$ cat config.mk
export PLATFORM = sky130hd
export DESIGN_NAME = abpdu_ctrl
export DESIGN_NICKNAME = d
export VERILOG_FILES = /design/src/rtl/core/abpdu_pkg.sv /design/src/rtl/core/abpdu_ctrl.sv
export SDC_FILE = /design/constraint.sdc
export NUM_CORES = 1
export LEC_CHECK = 0
export BUFFER_PORTS_ARGS = -buffer_cell sky130_fd_sc_hd__buf_2
export CAP_MARGIN = 20
export CORE_AREA = 5 5 42 44
export DETAILED_ROUTE_END_ITERATION = 6
export DIE_AREA = 0 0 47 49
export GPL_TIMING_DRIVEN = 0
export SYNTH_ARGS = -nofsm -noshare
export SYNTH_HDL_FRONTEND = slang
export SYNTH_SLANG_ARGS = --single-unit
export TNS_END_PERCENT = 30
$ cat constraint.sdc
create_clock -name clk_i -period 1.2 [get_ports clk_i]
set_input_delay 0.3 -clock clk_i [delete_from_list [all_inputs] [get_ports clk_i]]
set_output_delay 0.3 -clock clk_i [all_outputs]
set_load 0.05 [all_outputs]
$ cat src/rtl/core/abpdu_pkg.sv
// Package for the box projection and dual update block.
// Shared types, codes and constants; no dependencies.
`default_nettype none

package abpdu_pkg;

  localparam int unsigned ResBits  = 31;
  localparam int unsigned CntBits  = 16;
  localparam int unsigned DataBits = 32;
  localparam int unsigned AddrBits = 5;
  localparam int unsigned CfgIdxBits = 3;

  localparam logic [ResBits-1:0] ResMax = '1;

  typedef enum logic [1:0] {
    STAT_RUN,
    STAT_SOLVED,
    STAT_NONCONVEX,
    STAT_MAXITER
  } solve_status_e;

  typedef enum logic [CfgIdxBits-1:0] {
    CFG_ENABLE,
    CFG_RHO,
    CFG_PRI_TOL,
    CFG_DUA_TOL,
    CFG_DIV_LIM,
    CFG_ITER_LIM,
    CFG_CHECK_EVERY
  } cfg_idx_e;

  typedef enum logic [2:0] {
    ST_CLEAR,
    ST_IDLE,
    ST_ADD,
    ST_PROJ,
    ST_DUAL,
    ST_MUL,
    ST_CHECK,
    ST_DONE
  } ctrl_state_e;

  typedef struct packed {
    logic               enable;
    logic [ResBits-1:0] rho;
    logic [ResBits-1:0] pri_tol;
    logic [ResBits-1:0] dua_tol;
    logic [ResBits-1:0] div_lim;
    logic [CntBits-1:0] iter_lim;
    logic [CntBits-1:0] check_every;
  } cfg_t;

  typedef struct packed {
    logic clr_wr;
    logic accept;
    logic add;
    logic proj;
    logic dual;
    logic mul;
    logic check;
    logic load_out;
  } cmd_t;

  typedef struct packed {
    logic clr_last;
    logic sweep_end;
    logic out_free;
  } sts_t;

endpackage

`default_nettype wire

$ cat src/rtl/core/abpdu_ctrl.sv
// Sequencer of the box projection and dual update block.
// Steps one item through the datapath; uses abpdu_pkg.
`default_nettype none

module abpdu_ctrl (
  input  logic              clk_i,
  input  logic              rst_ni,
  input  logic              in_valid_i,
  output logic              in_ready_o,
  input  abpdu_pkg::sts_t   sts_i,
  output abpdu_pkg::cmd_t   cmd_o
);
  import abpdu_pkg::*;

  ctrl_state_e state_q, state_d;

  always_ff @(posedge clk_i or negedge rst_ni) begin
    if (!rst_ni) begin
      state_q <= ST_CLEAR;
    end else begin
      state_q <= state_d;
    end
  end

  always_comb begin
    state_d = state_q;
    unique case (state_q)
      ST_CLEAR: if (sts_i.clr_last) state_d = ST_IDLE;
      ST_IDLE:  if (in_valid_i) state_d = ST_ADD;
      ST_ADD:   state_d = ST_PROJ;
      ST_PROJ:  state_d = ST_DUAL;
      ST_DUAL:  state_d = sts_i.sweep_end ? ST_MUL : ST_DONE;
      ST_MUL:   state_d = ST_CHECK;
      ST_CHECK: state_d = ST_DONE;
      ST_DONE:  if (sts_i.out_free) state_d = ST_IDLE;
      default:  state_d = ST_CLEAR;
    endcase
  end

  always_comb begin
    cmd_o          = '0;
    in_ready_o     = 1'b0;
    unique case (state_q)
      ST_CLEAR: cmd_o.clr_wr = 1'b1;
      ST_IDLE: begin
        in_ready_o   = 1'b1;
        cmd_o.accept = in_valid_i;
      end
      ST_ADD:   cmd_o.add = 1'b1;
      ST_PROJ:  cmd_o.proj = 1'b1;
      ST_DUAL:  cmd_o.dual = 1'b1;
      ST_MUL:   cmd_o.mul = 1'b1;
      ST_CHECK: cmd_o.check = 1'b1;
      ST_DONE:  cmd_o.load_out = sts_i.out_free;
      default:  cmd_o = '0;
    endcase
  end

  a_accept_to_add: assert property (@(posedge clk_i) disable iff (!rst_ni)
    cmd_o.accept |=> state_q == ST_ADD)
    else $error("item accepted but sequencer did not start");
  a_load_to_idle: assert property (@(posedge clk_i) disable iff (!rst_ni)
    cmd_o.load_out |=> state_q == ST_IDLE)
    else $error("result loaded but sequencer not idle");
  a_clear_end: assert property (@(posedge clk_i) disable iff (!rst_ni)
    (state_q == ST_CLEAR && sts_i.clr_last) |=> state_q == ST_IDLE)
    else $error("clearing pass did not end");

endmodule

`default_nettype wire

Yosys cells after proc, flatten, opt, wreduce, memory -nomap -nowiden
Cells that the tools add are included.

Register bits after elaboration: 3. Input port bits: 6. Logic and storage cells: 27.

Eq/ne operators: 10. Mux-type cells: 14. Reductions and logical operators: 2.

Operator list (count): $pmux 3 s8 (1); $eq 3x3->1 const B (4); $mux 1 (9); $mux 3 (3); $eq 3x2->1 const B (2); $ne 2x2->1 const B (3); $eq 3x1->1 const B (1); $logic_not 3->1 (1); $reduce_and 3->1 (1); $mux 2 (1).

Longest topological paths before layout
Gate-level depths: netlist of run 1.

Depth after elaboration: 3. Mapped depth: 3. Gate-level depth less buffers: 2.

Worst setup path after synthesis of run 1
No wires, ideal clock.

Kind: register to output. Start point: register state_q[2]. End point: output cmd_o[6] (netlist bit). Arrival time: 1.749 ns. Data required time: 0.900 ns. Setup slack: -0.849 ns. Cell stages (with the launch flop): 4. Path buffers: 1. Path through: dfrtp_1 > buf_6 > nor3b_2 > and2_1.

RTL lines: from (decl) (RTL line abpdu_ctrl.sv:15) `ctrl_state_e state_q, state_d;`; from (signal assigned) (RTL line abpdu_ctrl.sv:21) `state_q <= state_d;`; to (decl) (RTL line abpdu_ctrl.sv:11) `output abpdu_pkg::cmd_t cmd_o`.

==> key figures, run 1 <==
Pwr
  – Peak VDD IR: 1140 uV
  – Leak: 0.244 nW
  – Pwr Density: 3020 nW/um^2

Floorplanning
  – Core footprint: 1400 um^2
  – Die height: 49 um
  – I/O pins: 15
  – Row cnt: 14
  – Effective utilization at floorplan: 0.187
  – Die outline width: 47 um
  – Area of the die: 2300 um^2

Global routing
  – Vias in the first global route: 295
  – Antenna violations before repair: 0
  – Met1 Track Usage GR: 0.104
  – Global Route Usage Sum: 0.0810
  – Most used routing layer in global routing: met2
  – Met2 Use GR: 0.111
  – First-pass GRT wire length: 1.32 mm
  – Overflow after GRT: 0
  – Largest net degree at the start of global routing: 11
  – GRT met3 Usage: 0.0148

Layout
  – Commonest cells after routing, fill and taps aside: buf_6, buf_4, buf_2
  – Cell area after layout: 531 um^2
  – Largest regs: state_q (3)
  – Reg with most FFs: state_q
  – Post-layout nets: 57
  – Commonest non-fill, non-tap cell in the layout: buf_6
  – # diodes: 0
  – Share of cells above drive strength 1: 0.780
  – Max reg flops: 3
  – Syn-to-layout area delta: 103%

Status
  – Status: finished with violations
  – Failing checks: setup timing

Timing
  – Max-slew violation count: 0
  – Final hold viol count: 0
  – Slew headroom: 0.835
  – Worst hold slack: 0.314 ns
  – RSZ-0062 raised after global routing: true
  – Final WS setup: -0.385 ns
  – Min cycle time layout: 1.58 ns
  – Clk_skew: 0.00339 ns
  – Final Setup Violations: 10
  – Worst Tran Pin Value: 0.249 ns
  – Fmax achieved: 0.631 GHz
  – Tcrit/Tclk final: 1.32

Critical path
  – CP Data Required Time: 0.90 ns
  – WP data arrival: 1.28 ns
  – R2R Path Start: state_q[2]$_DFFE_PN0P_
  – Crit-path slowest cell: dfrtp_2
  – Startpoint Class: flop
  – Critical path peak fanout: 5
  – Critical Path Source: state_q[2]$_DFFE_PN0P_
  – Worst path cell trace: buf_6 -> nor3b_4 -> and2_4 -> buf_8
  – Critical path's largest stage delay: 0.43 ns
  – Critical path class: reg2out
  – Critical path endpoint category: primary output

Placed design
  – RePlAce Congestion: 0.685
  – IO Port Bufs: 14
  – Dpl hpwl: 475 um
  – Placed cell area: 370 um^2

Clocking
  – Reg clk slew, reported paths: 0.04 ns
  – CTS tree: yes
  – Worst-Skew Late Latency: 0.24 ns
  – H-tree depth: 1
  – Root Buffer: clkbuf_4
  – Inserted Clock Buffers: 3
  – Sink Count: 3
  – Clock buffer depth: 2

Routing
  – Total iterations of the first detailed-routing run: 3
  – Vias post-DR: 288
  – WL final: 767 um
  – DR iter-0 viols: 2
  – Vias per inst: 4.36
  – DRC Markers: 0
  – Post-DRT Antenna Nets: 0
  – Routed wire length per instance: 11.6 um

Min path
  – Tightest Hold Check Type: in2reg
  – Min-delay src: sts_i[1]

Synthesis
  – Register area share after synthesis: 0.287
  – Number of synthesis warnings: 0
  – Syn Inst Count: 25
  – Synth Cell Area: 262 um^2
  – Post-synthesis cell type count: 20
  – Avg Cell Area, Syn: 10.5 um^2
  – Syn_nets: 31
  – #FFs+latches synth: 3

Flow run
  – Max cap viols: 0
-- cells in the mapped netlist (all sizes together) --
| library cell | n | area (um^2) |
|---|---|---|
| nand2b | 1 | 6.26 |
| and2 | 2 | 13.8 |
| nor2 | 3 | 13.8 |
| a32oi | 1 | 8.76 |
| dfrtp | 3 | 75.1 |
| and4 | 1 | 11.3 |
| o21bai | 1 | 7.51 |
| or2b | 1 | 7.51 |
| o21ba | 1 | 10.0 |
| nor3b | 2 | 20.0 |
| a21oi | 1 | 5.00 |
| a221oi | 1 | 15.0 |
| and3b | 3 | 32.5 |
| buf | 3 | 30.0 |
| nor3 | 1 | 5.00 |
-- through the flow --
| stage | cells | utilization | total power [mW] | worst slack (ns) | setup TNS [ns] |
|---|---|---|---|---|---|
| final | 66 | 0.379 | 1.60 | -0.385 | -3.16 |
| after global routing | 66 | 0.379 | 1.69 | -0.447 | -3.64 |
| after CTS | 63 | 0.357 | 1.51 | -0.399 | -2.69 |
| after detailed placement | 55 | 0.264 | 1.09 | -0.271 | -1.24 |
| after global placement | 55 | 0.264 | 1.09 | -0.263 | -1.17 |
| after floorplan | 25 | - | 0.941 | -0.497 | -1.29 |
-- per-layer routing --
| layer | wire (um) | vias to the layer above |
|---|---|---|
| met3 | 41 | 0 |
| met1 | 338 | 139 |
| met5 | 0 | - |
| met4 | 0 | 0 |
| li1 | - | 139 |
| met2 | 388 | 10 |
-- critical path, delay by kind of cell, from the launching register on --
family                 cells  cell delay [ns]
DFF                        1             0.43
and+or+nand+nor            2             0.35
buffers and inverters      2             0.26
-- where the power goes --
group	switching [mW]	internal, mW	leakage (nW)
Sequential	0.0429	0.153	0.0314
Combinational	0.644	0.573	0.198
Clock	0.0630	0.125	0.0150
Total	0.750	0.852	0.244
-- cells by family after synthesis --
kind of cell | synth area share
flops | 0.287
compound gates | 0.177
buf+inv | 0.115
simple gates | 0.421
-- repair_timing --
item | CTS | global route
endpoints found under the setup margin | 9 | 9
hold endpoints to repair | 3 | 0
gates cloned | 1 | 0
setup buffers | 2 | 3
pin swaps | 3 | 5
gates resized for setup | 22 | 4
hold buffers | 1 | 0
-- worst paths after layout --
path / to / slack [ns] / cells after the start
worst min-delay path: state_q[1]$_DFFE_PN0P_ / 0.31 / 3
worst max-delay path: cmd_o[6] / -0.38 / 4
max in group asynchronous: state_q[2]$_DFFE_PN0P_ / 0.70 / 2
min in group asynchronous: state_q[0]$_DFFE_PN0P_ / 0.38 / 2
worst max register to register: state_q[1]$_DFFE_PN0P_ / -0.01 / 5
worst min register to register: state_q[0]$_DFFE_PN0P_ / 0.62 / 2
-- final cells by class --
class	instances	area, um^2
buffer	3	33.8
timing repair buffer	21	190
tap	16	20.0
clock buffer	4	26.3
multi-input combinational	19	184
sequential	3	76.3
fill	152	871
Note: power is estimated with default switching activity, not from simulation.
==> run 2, diff against run 1 <==
SETUP_SLACK_MARGIN = 0.3   (was unset)
==> run 2 against run 1 <==
The flow still finishes with violations (setup timing). Routed wire length down 3.1%. Combinational power about the same. Sequential power is 3% lower. Count of clock-buffer cells in the layout unchanged. Largest cell class unchanged.
==> key figures, run 2 (synthesis gave the netlist of run 1 again) <==
Status
  – Status: finished with violations
  – Failing checks: setup timing

Timing
  – Fmax achieved: 0.638 GHz
  – Slew headroom: 0.880
  – Min cycle time layout: 1.57 ns
  – Worst Tran Pin Value: 0.180 ns
  – Tcrit/Tclk final: 1.31
  – Clk_skew: 0.00148 ns
  – Final Setup Violations: 9
  – RSZ-0062 raised after global routing: true
  – Max-slew violation count: 0
  – Post-route setup TNS: -2.68 ns
  – Final hold viol count: 0
  – Final WS setup: -0.367 ns

Routing
  – Vias per inst: 4.26
  – Routed wire length per instance: 11.3 um
  – DR iter-0 viols: 0
  – Total iterations of the first detailed-routing run: 1
  – Post-DRT Antenna Nets: 0
  – DRC Markers: 0
  – WL final: 743 um
  – Vias post-DR: 281

Layout
  – Post-layout nets: 57
  – Fillers: 160
  – Reg with most FFs: state_q
  – Max reg flops: 3
  – Largest regs: state_q (3)
  – Syn-to-layout area delta: 110%
  – Multi-input gate area: 188 um^2
  – # diodes: 0
  – Share of cells above drive strength 1: 0.780
  – Commonest cells after routing, fill and taps aside: buf_6, buf_4, buf_8
  – Sequential cell area: 76.3 um^2

Critical path
  – R2R depth: 5
  – Crit path max-delay family: flip-flops
  – Crit path depth: 4
  – Worst path cell trace: buf_6 -> nor3b_4 -> and2_4 -> buf_8
  – Crit-path slowest cell: dfrtp_2
  – Critical path class: reg2out
  – WP data arrival: 1.27 ns
  – Critical path endpoint category: primary output
  – Critical path's largest stage delay: 0.42 ns
  – CP Data Required Time: 0.90 ns
  – Critical Path Source: state_q[2]$_DFFE_PN0P_
  – Critical path peak fanout: 5
  – Startpoint Class: flop
  – R2R Path Start: state_q[2]$_DFFE_PN0P_
  – Crit path buffers/inverters: 2

Floorplanning
  – Die outline width: 47 um
  – Die height: 49 um
  – Area of the die: 2300 um^2
  – Effective utilization at floorplan: 0.187
  – Core footprint: 1400 um^2
  – Row cnt: 14
  – I/O pins: 15

Placed design
  – RePlAce Congestion: 0.715
  – IO Port Bufs: 14
  – Dpl hpwl: 482 um
  – Pre-CTS setup slack: -0.267 ns

Global routing
  – Global Route Usage Sum: 0.0783
  – Antenna violations before repair: 0
  – First-pass GRT wire length: 1.24 mm
  – Overflow after GRT: 0
  – Vias in the first global route: 295
  – Largest net degree at the start of global routing: 11

Pwr
  – Pwr Density: 2930 nW/um^2
  – Peak VDD IR: 1080 uV
  – Leak: 0.248 nW

Clocking
  – Inserted Clock Buffers: 3
  – Clock buffer depth: 2
  – Worst-Skew Late Latency: 0.23 ns
  – Root Buffer: clkbuf_4
  – CTS tree: yes
  – Reg clk slew, reported paths: 0.04 ns
  – H-tree depth: 1
  – Sink Count: 3

Min path
  – Hold depth: 3
  – Tightest Hold Check Type: in2reg
  – Min-delay src: sts_i[1]

Flow run
  – Max cap viols: 0
## run 2: power by group
group	total [mW]	internal (mW)	switching [mW]
logic	1.24	0.594	0.647
clock network	0.178	0.125	0.0531
registers	0.190	0.153	0.0371
total	1.61	0.871	0.737
## run 2: path summary, 6_finish.rpt
path	end	slack [ns]
min reg2reg	state_q[0]$_DFFE_PN0P_	0.62
min in group asynchronous	state_q[1]$_DFFE_PN0P_	0.39
max in group asynchronous	state_q[2]$_DFFE_PN0P_	0.69
max reg2reg	state_q[2]$_DFFE_PN0P_	0.08
min	state_q[1]$_DFFE_PN0P_	0.32
max	cmd_o[6]	-0.37
## run 2: timing repair
item                                    CTS  global route
buffers inserted                          2             3
hold buffers                              1             0
hold endpoints to repair                  3             0
gates cloned                              1             0
pin swaps                                 3             1
endpoints found under the setup margin   12            12
gates resized for setup                  22             9
## run 2: tightest hold or removal path, stage by stage
cell and delay (ns):
buf_2 0.07, or2b_1 0.08, a32oi_1 0.05
## run 2: final cells by class
| type | count | area share |
|---|---|---|
| multi-input cells | 19 | 0.342 |
| well taps | 16 | 0.0365 |
| clock buffers | 4 | 0.0479 |
| repair buffers | 21 | 0.372 |
| flip-flops and latches | 3 | 0.139 |
| plain buffers | 3 | 0.0616 |
## run 2: metal layers
metal / track usage / wire [um] / vias up
li1: - / - / 140
met1: 0.0817 / 301 / 132
met2: 0.111 / 396 / 9
met3: 0.0369 / 45 / 0
met4: 0.0691 / 0 / 0
met5: 0 / 0 / -
## run 2: per-stage QoR
step	cells	cell area (um^2)	hold slack, ns	utilization	total power [mW]
2_1_floorplan	25	280	0.00441	-	0.941
3_3_place_gp	55	370	0.0962	0.264	1.09
3_5_place_dp	55	370	0.0994	0.264	1.09
4_1_cts	63	500	0.316	0.357	1.51
5_1_grt	66	548	0.324	0.391	1.70
6_report	66	548	0.319	0.391	1.61
